## config.mk

```make
export PLATFORM = sky130hd
export DESIGN_NAME = ascii_channel_hysteresis_tick_flat
export DESIGN_NICKNAME = d
export VERILOG_FILES = /design/src/rtl/acht_pkg.sv /design/src/rtl/acht_rx_if.sv /design/src/rtl/acht_tick_if.sv /design/src/rtl/ascii_channel_hysteresis_tick.sv /design/src/flat_wrapper.sv
export SDC_FILE = /design/constraint.sdc
export NUM_CORES = 1
export LEC_CHECK = 0
export ABC_AREA = 1
export BUFFER_PORTS_ARGS = -buffer_cell sky130_fd_sc_hd__buf_2
export CAP_MARGIN = 20
export CORE_ASPECT_RATIO = 0.75
export CORE_MARGIN = 4
export CORE_UTILIZATION = 50
export CTS_BUF_LIST = sky130_fd_sc_hd__clkbuf_8
export DETAILED_ROUTE_END_ITERATION = 10
export PLACE_DENSITY = 0.73
export SKIP_LAST_GASP = 1
export SLEW_MARGIN = 25
export SYNTH_ARGS = -nofsm -noshare
export SYNTH_HDL_FRONTEND = slang
export SYNTH_SLANG_ARGS = --single-unit
```

## constraint.sdc

```tcl
create_clock -name i_clk -period 3.3 [get_ports i_clk]
set_input_delay 0.165 -clock i_clk [delete_from_list [all_inputs] [get_ports i_clk]]
set_output_delay 0.165 -clock i_clk [all_outputs]
set_load 0.05 [all_outputs]
```

## src/rtl/acht_pkg.sv

```systemverilog
// Package: widths, reset levels, ASCII codes and register indexes of the hysteresis tick block
`default_nettype none
package acht_pkg;

    localparam int BYTE_W      = 8;
    localparam int TIME_W      = 32;
    localparam int LEVEL_W     = 10;
    localparam int CH_W        = 2;
    localparam int FIELD_W     = 3;
    localparam int CFG_IDX_W   = 3;
    localparam int ACC_EXT_W   = 14;
    localparam int NUM_CHANNELS_DEF = 4;

    typedef logic [BYTE_W-1:0]  t_byte;
    typedef logic [TIME_W-1:0]  t_time;
    typedef logic [LEVEL_W-1:0] t_level;
    typedef logic [CH_W-1:0]    t_chan;
    typedef logic [FIELD_W-1:0] t_field;
    typedef logic [CFG_IDX_W-1:0] t_cfg_idx;

    localparam t_level LEVEL_MAX   = 10'd1023;
    localparam t_level LOWER_RESET = 10'd515;
    localparam t_level UPPER_RESET = 10'd530;

    localparam t_byte ASCII_TAB  = 8'h09;
    localparam t_byte ASCII_LF   = 8'h0A;
    localparam t_byte ASCII_ZERO = 8'h30;
    localparam t_byte ASCII_NINE = 8'h39;

    // Low index bit of a register selects the lower (0) or upper (1) level of its channel
    localparam logic CFG_SEL_LOWER = 1'b0;
    localparam logic CFG_SEL_UPPER = 1'b1;

endpackage
`default_nettype wire

```

## src/rtl/acht_rx_if.sv

```systemverilog
// Interface: received byte channel with millisecond time
`default_nettype none
interface acht_rx_if;
    logic             valid;
    logic             ready;
    acht_pkg::t_byte  rx_byte;
    acht_pkg::t_time  now_ms;

    modport source (output valid, output rx_byte, output now_ms, input ready);
    modport sink   (input valid, input rx_byte, input now_ms, output ready);
endinterface
`default_nettype wire

```

## src/rtl/acht_tick_if.sv

```systemverilog
// Interface: tick result channel
`default_nettype none
interface acht_tick_if;
    logic             valid;
    logic             ready;
    acht_pkg::t_chan  tick_channel;
    acht_pkg::t_time  tick_time_ms;
    acht_pkg::t_level tick_level;

    modport source (output valid, output tick_channel, output tick_time_ms,
                    output tick_level, input ready);
    modport sink   (input valid, input tick_channel, input tick_time_ms,
                    input tick_level, output ready);
endinterface
`default_nettype wire

```

## src/rtl/ascii_channel_hysteresis_tick.sv

```systemverilog
// Top level: ASCII field parser with a per-channel Schmitt trigger tick detector
//
//   channel   direction   payload                                      handshake
//   i_rx      in          rx_byte[7:0], now_ms[31:0]                   valid/ready
//   o_tick    out         tick_channel[1:0], tick_time_ms[31:0],       valid/ready
//                         tick_level[9:0]
//   cfg       in          i_cfg_idx[2:0], i_cfg_data[9:0]              i_cfg_we
//
// One transaction per cycle while the tick output is not stalled; a tick leaves through
// the input register, then the result register. The parse step between them is one
// multiply-by-ten accumulate and one level compare.
// Synchronous active-low reset arms all channels and loads the default levels.
// A stalled result holds the pipeline; the input register still takes one byte.
`default_nettype none
module ascii_channel_hysteresis_tick #(
    parameter int NUM_CHANNELS = acht_pkg::NUM_CHANNELS_DEF
) (
    input  wire                    i_clk,
    input  wire                    i_rst_n,
    acht_rx_if.sink                i_rx,
    acht_tick_if.source            o_tick,
    input  wire                    i_cfg_we,
    input  wire acht_pkg::t_cfg_idx i_cfg_idx,
    input  wire acht_pkg::t_level  i_cfg_data
);

    localparam int CH_IDX_W = (NUM_CHANNELS > 1) ? $clog2(NUM_CHANNELS) : 1;

    logic                 r_in_valid;
    acht_pkg::t_byte      r_rx_byte;
    acht_pkg::t_time      r_now_ms;

    acht_pkg::t_level     r_accum;
    acht_pkg::t_field     r_field_idx;
    logic [NUM_CHANNELS-1:0] r_armed;
    acht_pkg::t_level     r_lower [NUM_CHANNELS];
    acht_pkg::t_level     r_upper [NUM_CHANNELS];

    logic                 r_out_valid;
    acht_pkg::t_chan      r_tick_channel;
    acht_pkg::t_time      r_tick_time_ms;
    acht_pkg::t_level     r_tick_level;

    logic                        adv;
    logic                        is_digit;
    logic                        is_sep;
    logic                        in_range;
    logic [CH_IDX_W-1:0]         ch_idx;
    logic [acht_pkg::ACC_EXT_W-1:0] acc_ext;
    logic [acht_pkg::ACC_EXT_W-1:0] acc_sum;
    acht_pkg::t_level            n_accum;
    acht_pkg::t_field            n_field_idx;
    logic                        gen_tick;
    logic                        do_rearm;

    assign adv        = r_in_valid && (!r_out_valid || o_tick.ready);
    assign i_rx.ready = !r_in_valid || adv;

    assign is_digit = (r_rx_byte >= acht_pkg::ASCII_ZERO) && (r_rx_byte <= acht_pkg::ASCII_NINE);
    assign is_sep   = (r_rx_byte == acht_pkg::ASCII_TAB) || (r_rx_byte == acht_pkg::ASCII_LF);
    assign in_range = r_field_idx < acht_pkg::FIELD_W'(NUM_CHANNELS);
    assign ch_idx   = r_field_idx[CH_IDX_W-1:0];

    assign acc_ext = acht_pkg::ACC_EXT_W'(r_accum);
    assign acc_sum = (acc_ext << 3) + (acc_ext << 1)
                   + acht_pkg::ACC_EXT_W'(r_rx_byte[3:0]);

    always_comb begin
        n_accum     = r_accum;
        n_field_idx = r_field_idx;
        gen_tick    = 1'b0;
        do_rearm    = 1'b0;
        if (is_digit) begin
            n_accum = (acc_sum > acht_pkg::ACC_EXT_W'(acht_pkg::LEVEL_MAX))
                    ? acht_pkg::LEVEL_MAX : acc_sum[acht_pkg::LEVEL_W-1:0];
        end else if (is_sep) begin
            if (in_range) begin
                if (r_armed[ch_idx] && (r_accum > r_upper[ch_idx])) begin
                    gen_tick = 1'b1;
                end else if (!r_armed[ch_idx] && (r_accum < r_lower[ch_idx])) begin
                    do_rearm = 1'b1;
                end
                n_field_idx = r_field_idx + acht_pkg::FIELD_W'(1);
            end
            n_accum = '0;
            if (r_rx_byte == acht_pkg::ASCII_LF) begin
                n_field_idx = '0;
            end
        end
    end

    // Input register
    always_ff @(posedge i_clk) begin
        if (!i_rst_n) begin
            r_in_valid <= 1'b0;
        end else if (i_rx.ready) begin
            r_in_valid <= i_rx.valid;
        end
    end

    always_ff @(posedge i_clk) begin
        if (i_rx.ready && i_rx.valid) begin
            r_rx_byte <= i_rx.rx_byte;
            r_now_ms  <= i_rx.now_ms;
        end
    end

    // Parser and trigger state
    always_ff @(posedge i_clk) begin
        if (!i_rst_n) begin
            r_accum     <= '0;
            r_field_idx <= '0;
            r_armed     <= '1;
        end else if (adv) begin
            r_accum     <= n_accum;
            r_field_idx <= n_field_idx;
            if (gen_tick) begin
                r_armed[ch_idx] <= 1'b0;
            end else if (do_rearm) begin
                r_armed[ch_idx] <= 1'b1;
            end
        end
    end

    // Level registers; writes to absent channels are dropped
    always_ff @(posedge i_clk) begin
        if (!i_rst_n) begin
            for (int k = 0; k < NUM_CHANNELS; k++) begin
                r_lower[k] <= acht_pkg::LOWER_RESET;
                r_upper[k] <= acht_pkg::UPPER_RESET;
            end
        end else if (i_cfg_we) begin
            for (int k = 0; k < NUM_CHANNELS; k++) begin
                if (i_cfg_idx[acht_pkg::CFG_IDX_W-1:1] == acht_pkg::CH_W'(k)) begin
                    if (i_cfg_idx[0] == acht_pkg::CFG_SEL_UPPER) begin
                        r_upper[k] <= i_cfg_data;
                    end else if (i_cfg_idx[0] == acht_pkg::CFG_SEL_LOWER) begin
                        r_lower[k] <= i_cfg_data;
                    end
                end
            end
        end
    end

    // Result register
    always_ff @(posedge i_clk) begin
        if (!i_rst_n) begin
            r_out_valid <= 1'b0;
        end else if (adv) begin
            r_out_valid <= gen_tick;
        end else if (o_tick.ready) begin
            r_out_valid <= 1'b0;
        end
    end

    always_ff @(posedge i_clk) begin
        if (adv && gen_tick) begin
            r_tick_channel <= r_field_idx[acht_pkg::CH_W-1:0];
            r_tick_time_ms <= r_now_ms;
            r_tick_level   <= r_accum;
        end
    end

    assign o_tick.valid        = r_out_valid;
    assign o_tick.tick_channel = r_tick_channel;
    assign o_tick.tick_time_ms = r_tick_time_ms;
    assign o_tick.tick_level   = r_tick_level;

    a_field_bound: assert property (@(posedge i_clk) disable iff (!i_rst_n)
        r_field_idx <= acht_pkg::FIELD_W'(NUM_CHANNELS))
        else $error("field index beyond channel count");

    a_digit_no_tick: assert property (@(posedge i_clk) disable iff (!i_rst_n)
        adv && is_digit |-> !gen_tick)
        else $error("digit byte produced a tick");

    a_tick_loads: assert property (@(posedge i_clk) disable iff (!i_rst_n)
        adv && gen_tick |=> r_out_valid)
        else $error("tick not loaded into result register");

    a_tick_disarms: assert property (@(posedge i_clk) disable iff (!i_rst_n)
        adv && gen_tick |=> $countones(r_armed) < $countones($past(r_armed)))
        else $error("tick did not disarm its channel");

    a_stall_holds: assert property (@(posedge i_clk) disable iff (!i_rst_n)
        r_in_valid && !adv |=> r_in_valid && $stable(r_rx_byte) && $stable(r_accum))
        else $error("stalled byte lost or state moved");

endmodule
`default_nettype wire

```

## src/flat_wrapper.sv

```systemverilog
// flat-port wrapper written by rule: the top's interface ports become plain ports
module ascii_channel_hysteresis_tick_flat 
#(
    parameter int NUM_CHANNELS = acht_pkg::NUM_CHANNELS_DEF
)
  (i_clk, i_rst_n, i_cfg_we, i_cfg_idx, i_cfg_data, i_rx_valid, i_rx_rx_byte, i_rx_now_ms, i_rx_ready, o_tick_valid, o_tick_tick_channel, o_tick_tick_time_ms, o_tick_tick_level, o_tick_ready);
  acht_rx_if i_rx_i ();
  acht_tick_if o_tick_i ();
  input  wire i_clk;
  input  wire i_rst_n;
  input  wire i_cfg_we;
  input  wire acht_pkg::t_cfg_idx i_cfg_idx;
  input  wire acht_pkg::t_level i_cfg_data;
  input wire logic [$bits(i_rx_i.valid)-1:0] i_rx_valid;
  input wire logic [$bits(i_rx_i.rx_byte)-1:0] i_rx_rx_byte;
  input wire logic [$bits(i_rx_i.now_ms)-1:0] i_rx_now_ms;
  output wire logic [$bits(i_rx_i.ready)-1:0] i_rx_ready;
  output wire logic [$bits(o_tick_i.valid)-1:0] o_tick_valid;
  output wire logic [$bits(o_tick_i.tick_channel)-1:0] o_tick_tick_channel;
  output wire logic [$bits(o_tick_i.tick_time_ms)-1:0] o_tick_tick_time_ms;
  output wire logic [$bits(o_tick_i.tick_level)-1:0] o_tick_tick_level;
  input wire logic [$bits(o_tick_i.ready)-1:0] o_tick_ready;
  assign i_rx_i.valid = i_rx_valid;
  assign i_rx_i.rx_byte = i_rx_rx_byte;
  assign i_rx_i.now_ms = i_rx_now_ms;
  assign i_rx_ready = i_rx_i.ready;
  assign o_tick_valid = o_tick_i.valid;
  assign o_tick_tick_channel = o_tick_i.tick_channel;
  assign o_tick_tick_time_ms = o_tick_i.tick_time_ms;
  assign o_tick_tick_level = o_tick_i.tick_level;
  assign o_tick_i.ready = o_tick_ready;
  ascii_channel_hysteresis_tick #(.NUM_CHANNELS(NUM_CHANNELS)) u_core (.i_clk(i_clk), .i_rst_n(i_rst_n), .i_rx(i_rx_i), .o_tick(o_tick_i), .i_cfg_we(i_cfg_we), .i_cfg_idx(i_cfg_idx), .i_cfg_data(i_cfg_data));
endmodule
```

==> flow_metrics.tcl, run 1 <==
set metrics [dict create \
    status "completed" \
    fp.dieH_um 119.3 \
    number_of_enable_type_register_cells_in_the_synthesized_netlist 164 \
    holdCritPathClass "in2reg" \
    place.detailed.hpwl_mm 13.22 \
    p_leak_nw 4.054 \
    syn-cell-area_mm2 0.008258 \
    drt.antenna.violating_nets 0 \
    synth_cells 736 \
    floorplan.core_area_mm2 0.01612 \
    worstSetupPathType "reg2reg" \
    worstPathMaxFanout 22 \
    clock_power_share_pct 33.1 \
    num_antenna_cells 0 \
    post-synth-top-area-cell "edfxtp_1" \
    final_layout_size_suffix_gt1_share_pct 19.76 \
    synth.yosys.seq_area_share_pct 64.73 \
    post_drt_via_cell_ratio 5.249 \
    final_net_count 995 \
    detail_route.drc_violations 0 \
    tightestPinTransition_ns 0.9903 \
    clock_sinks 185 \
    ios 104 \
    clkSlewWorstSetupHoldPaths_ns 0.10 \
    critPathRequiredTime_ns 3.53 \
    place_congestion 0.9014 \
    dominant_combinational_cell_family_by_area_after_synthesis "simple AND/OR/NAND/NOR gates" \
    synth-async-reset-ratio_pct 0 \
    synth.cells.most_frequent "181 x nand2_1, 164 x edfxtp_1, 95 x nor2_1" \
    utilization_pct 61.17 \
    endpoints_failing_hold 0 \
    final_clock_period_utilization_by_the_worst_path_pct 92.07 \
    netlist.area_leader.share_pct 59.64 \
    placementRows 40 \
    fraction_of_power_consumed_by_combinational_cells_pct 5.7 \
    yosys.area_share.simple_pct 17.58 \
    synth.lib_cells_used.distinct 33 \
    netlist_top_cells_area "edfxtp_1 60%, nand2_1 8.2%, ha_1 6.4%" \
    start_kind "flop" \
    post_synth_xor_area_fraction_pct 0.6364 \
    end_kind "flop" \
    tritoncts "done" \
    post_synth_fa_ha_maj_area_fraction_pct 6.848 \
    p_sw_mw 1.035 \
    io_buf_count 103 \
    clock_tree.htree_level_count 4 \
    timing.final.crit_period_ns 3.038 \
    syn-mean-instance-area_um2 11.22 \
    synth-warning-count 0 \
    syn-num-nets 838 \
    grt_pass1_vias 5734 \
    maxcap_viol_count 0 \
    grt_antenna_before_repair 0 \
    overall_overflow_remaining_after_global_route 0 \
    grt_pass1_wl_mm 29.66 \
    dr.first_iter.drc_count 519 \
    max-clock-path-buffers 2 \
    clock-root-buffer "clkbuf_8" \
    numCtsBuffers 17 \
    worst_ep_arrival_time_ns 3.27 \
    flow.area_growth_from_synthesis_pct 19.38 \
    synth_compound_gate_area_share_pct 6.561 \
    fin_skew_ns 0.01333 \
    postRouteWirelength_mm 18.78 \
    start_util_pct 51.24 \
    seqPwrFrac_pct 61.2 \
    tns_ns 0 \
    post_cts_buffers 0 \
    cell_internal_pwr_mw 3.373 \
    drv_slew 0 \
    fp.dieW_um 156.4 \
    post_synth_mux_area_share_pct 0 \
    setup_repair_after_global_routing_missed_its_margin "no" \
    wl_per_cell_um 16.83 \
    grt_max_degree 29 \
    clock_latency_ns 0.47 \
    swShare_pct 23.47 \
    routed-via-count 5858 \
    headroom_to_the_max_slew_limit_pct 33.91 \
    synth_flop_cell "edfxtp_1" \
    globalRouteTotalUtil_pct 20.68 \
    fill_cells 1318 \
    setup_viol_count_final 0 \
    detailedRoute.firstPassIterationCount 5 \
    synthMostInstantiatedCell "nand2_1" \
    ir_worst_vdd_mv 0.3402 \
    die_area_mm2 0.01866 \
    fmax_ghz 0.3291 \
    cellPowerDensity_mw_per_mm2 447.1 \
    ys_seq_elements 185 \
]
==> flip-flops by register name, summed over array words and instances (netlist names), named ones only <==
register                    count
u_core.o_tick.tick_channel      2
u_core.o_tick.tick_level       10
u_core.o_tick.tick_time_ms     32
u_core.o_tick.valid             1
u_core.r_accum                 10
u_core.r_field_idx              3
u_core.r_in_valid               1
u_core.r_lower                 40
u_core.r_now_ms                32
u_core.r_rx_byte                8
u_core.r_upper                 40
==> through the flow <==
step	area, um2	worst slack (ns)	instances	hold slack [ns]	power, mW
finish	9858	0.2616	1116	0.03831	4.408
global route	9858	0.01452	1116	0.02019	4.567
CTS	9857	0.1646	1116	0.02064	4.423
detailed placement	9064	0.1929	1042	0.3431	2.961
global placement	9064	0.2612	1042	0.3417	2.951
floorplan	8262	0.2276	736	0.2639	2.857
==> worst max-delay path, cell delays in order, from the launching register on <==
cell and delay [ns]:
dfxtp_1 0.33, inv_1 0.36, buf_4 0.35, a21oi_1 0.08, a32o_1 0.21, ha_1 0.29
inv_1 0.06, nor2_1 0.03, o21bai_1 0.12, nand3_1 0.19, nand4_2 0.18, clkinvlp_4 0.32
buf_12 0.27
==> layer usage <==
metal  vias up  part of all wire [%]  GRT usage [%]
li1       2855                     -              -
met1      2757                    45          29.81
met2       218                    45          31.24
met3        28                   8.5          5.122
met4         0                   1.5          6.016
met5         -                     0              0
==> logic make-up (layout without fill, tap and decap cells) <==
group / Yosys count / count (layout)
xor gates and xnor gates: 6 / 6
AOI/OAI and AO/OA: 78 / 78
and+or+nand+nor: 345 / 345
adders and majority gates: 44 / 44
DFF: 185 / 185
buffers and inverters: 78 / 248
==> worst paths after layout <==
path                                       from                                       end  slack, ns  cells after the start
setup / recovery                           flop  u_core.o_tick.tick_time_ms[16]$_DFFE_PP_       0.26                     12
hold / removal                          i_rst_n                                      flop       0.04                      2
setup reg to reg                           flop  u_core.o_tick.tick_time_ms[16]$_DFFE_PP_       0.26                     12
hold reg to reg   u_core.r_now_ms[10]$_DFFE_PP_  u_core.o_tick.tick_time_ms[10]$_DFFE_PP_       0.42                      0
==> power by group through the flow <==
stage               logic, mW  clock network, mW  registers [mW]
floorplan               0.126                  0            2.73
global placement        0.204                  0            2.75
detailed placement      0.211                  0            2.75
CTS                     0.251               1.47            2.70
global route            0.282               1.58            2.71
finish                  0.252               1.46            2.70
==> cell usage in the layout (no fill, tap or decap), drive strengths merged, types with 12 or more instances in the layout <==
master / instances
ha: 42
edfxtp: 164
dlygate4sd3: 42
a21oi: 42
o21ai: 12
inv: 68
a32o: 18
nand2: 189
nand3: 37
clkbuf: 17
dfxtp: 21
buf: 112
nor2: 104
==> area by class of cell <==
type | count | area [um2] | area share (%)
Sequential cell | 185 | 5346 | 54.23
Multi-Input combinational cell | 473 | 2611 | 26.49
Timing Repair Buffer | 154 | 1028 | 10.43
Tap cell | 210 | 262.8 | 2.665
Inverter | 62 | 236.5 | 2.399
Clock buffer | 17 | 234.0 | 2.373
Clock inverter | 15 | 138.9 | 1.409
==> repair_timing <==
item                                   CTS  global route
setup endpoints to repair                0            35
resized for setup                        0             1
hold buffers                            42             0
endpoints found under the hold margin   41             0
No activity file was read; power rests on OpenSTA's default activity.
==> run 2: changes to the inputs <==
- PLACE_DENSITY: 0.73 -> 0.7
- SLEW_MARGIN: 25 -> default
- clock period: 3.3 -> 3.4 ns (I/O delays scaled with it)
==> flow_metrics.tcl, run 2 (synthesis gave the netlist of run 1 again) <==
set metrics [dict create \
    floorplan.core_area_mm2 0.01612 \
    multi_input_area_mm2 0.002611 \
    ios 104 \
    fill_cells 1312 \
    dr.first_iter.drc_count 680 \
    status "completed" \
    postRouteWirelength_mm 18.92 \
    fp.dieH_um 119.3 \
    postCtsResizedCells 0 \
    globalRouteTotalUtil_pct 21.11 \
    holdCritPathClass "in2reg" \
    post_layout_nonfiller_instances 1120 \
    setup_viol_count_final 0 \
    cellPowerDensity_mw_per_mm2 440.9 \
    detail_route.drc_violations 0 \
    tritoncts "done" \
    start_kind "flop" \
    grt_max_degree 41 \
    final_net_count 999 \
    setup_repair_after_global_routing_missed_its_margin "no" \
    flow.area_growth_from_synthesis_pct 20.00 \
    place.detailed.hpwl_mm 13.49 \
    drv_slew 0 \
    overall_overflow_remaining_after_global_route 0 \
    worstPathMaxFanout 20 \
    final_layout_size_suffix_gt1_share_pct 20.22 \
    p_leak_nw 4.111 \
    clock-root-buffer "clkbuf_8" \
    num_antenna_cells 0 \
    place_inst 1046 \
    layout.cells.most_common_list "181 x nand2_1, 164 x edfxtp_1, 103 x buf_2" \
    maxcap_viol_count 0 \
    timing.final.crit_period_ns 3.022 \
    headroom_to_the_max_slew_limit_pct 34.10 \
    clkSlewWorstSetupHoldPaths_ns 0.11 \
    die_area_mm2 0.01866 \
    layout_commonest_cell "nand2_1" \
    grt_pass1_vias 5799 \
    grt_pass1_wl_mm 30.31 \
    detailedRoute.firstPassIterationCount 5 \
    clock_latency_ns 0.48 \
    worst_ep_arrival_time_ns 3.21 \
    detailed_place.area_mm2 0.009077 \
    reg2reg_setup_slack_ns 0.38 \
    timing.hold.worst.start "i_rst_n" \
    post_drt_via_cell_ratio 5.305 \
    start_util_pct 51.24 \
    worst_r2r_path_depth 12 \
    ir_worst_vdd_mv 0.2231 \
    wl_per_cell_um 16.89 \
    finalPower_mw 4.369 \
    clock_tree.htree_level_count 4 \
    final.hold.worst_slack_ns 0.05918 \
    tns_ns 0 \
    end_kind "flop" \
    area.sequential_mm2 0.005345 \
    largest_registers "u_core.r_lower x40, u_core.r_upper x40" \
    worst_r2r_endpoint "u_core.o_tick.tick_level[4]$_DFFE_PP_" \
    drt.antenna.violating_nets 0 \
    fp.dieW_um 156.4 \
    final_clock_period_utilization_by_the_worst_path_pct 88.90 \
    place_congestion 0.9245 \
    routed-via-count 5942 \
    fmax_ghz 0.3309 \
    placementRows 40 \
    fin_skew_ns 0.01725 \
    post_cts_buffers 0 \
    clock_sinks 185 \
    holdPathStages 2 \
    numCtsBuffers 17 \
    io_buf_count 103 \
    grt_antenna_before_repair 0 \
    tightestPinTransition_ns 0.9874 \
    endpoints_failing_hold 0 \
    critPathRequiredTime_ns 3.58 \
    post_route_cell_area_mm2 0.009910 \
    worstSetupPathType "reg2reg" \
    max-clock-path-buffers 2 \
]
run 2: how the worst max path moves through the flow:
stage / start / endpoint / slack (ns) / depth (start not counted)
detailed placement: flop / u_core.o_tick.tick_time_ms[21]$_DFFE_PP_ / 0.35 / 12
floorplan: flop / u_core.o_tick.tick_channel[0]$_DFFE_PP_ / 0.02 / 12
finish: flop / u_core.o_tick.tick_level[4]$_DFFE_PP_ / 0.38 / 12
global placement: flop / u_core.o_tick.tick_time_ms[5]$_DFFE_PP_ / 0.45 / 12
global route: flop / u_core.o_tick.tick_level[4]$_DFFE_PP_ / 0.08 / 12
CTS: flop / u_core.o_tick.tick_level[4]$_DFFE_PP_ / 0.36 / 12
run 2: cell type report:
cell class | instances | area share (%)
multi-input combinational | 473 | 26.35
inverter | 62 | 2.348
clock buffer | 17 | 2.361
tap | 210 | 2.652
clock inverter | 15 | 1.793
sequential | 185 | 53.94
timing repair buffer | 158 | 10.56
run 2: per-stage QoR:
stage / setup WS [ns] / utilization, %
2_1_floorplan: 0.02075 / -
3_3_place_gp: 0.4526 / 56.33
3_5_place_dp: 0.3484 / 56.33
4_1_cts: 0.3565 / 61.49
5_1_grt: 0.07644 / 61.49
6_report: 0.3775 / 61.49
run 2: repair_timing:
action / 4_1_cts / 5_1_grt
endpoints found under the hold margin: 41 / 0
endpoints found under the setup margin: 0 / 0
hold buffers: 42 / 0
run 2: layer usage:
metal / global-route usage [%] / wire, um / part of all wire (%)
met5: 0 / 0 / 0
met3: 5.231 / 1436 / 7.6
met2: 31.00 / 8463 / 45
met4: 6.775 / 355 / 1.9
met1: 30.93 / 8665 / 46
run 2: worst max-delay path, cell delays in order (launching register included):
cell and delay, ns:
dfxtp_1 0.37, inv_1 0.24, buf_4 0.30, a32o_1 0.28
ha_1 0.26, nand2_1 0.06, nor2_2 0.09, nand3_1 0.10
o21bai_1 0.17, nand3_1 0.17, nand4_2 0.15, inv_2 0.30
buf_4 0.24
run 2: report_power, final:
group          total, mW  switching [mW]  internal [mW]
registers           2.62          0.0442           2.58
logic              0.246           0.144          0.103
clock network       1.50           0.878          0.622
total               4.37            1.07           3.30
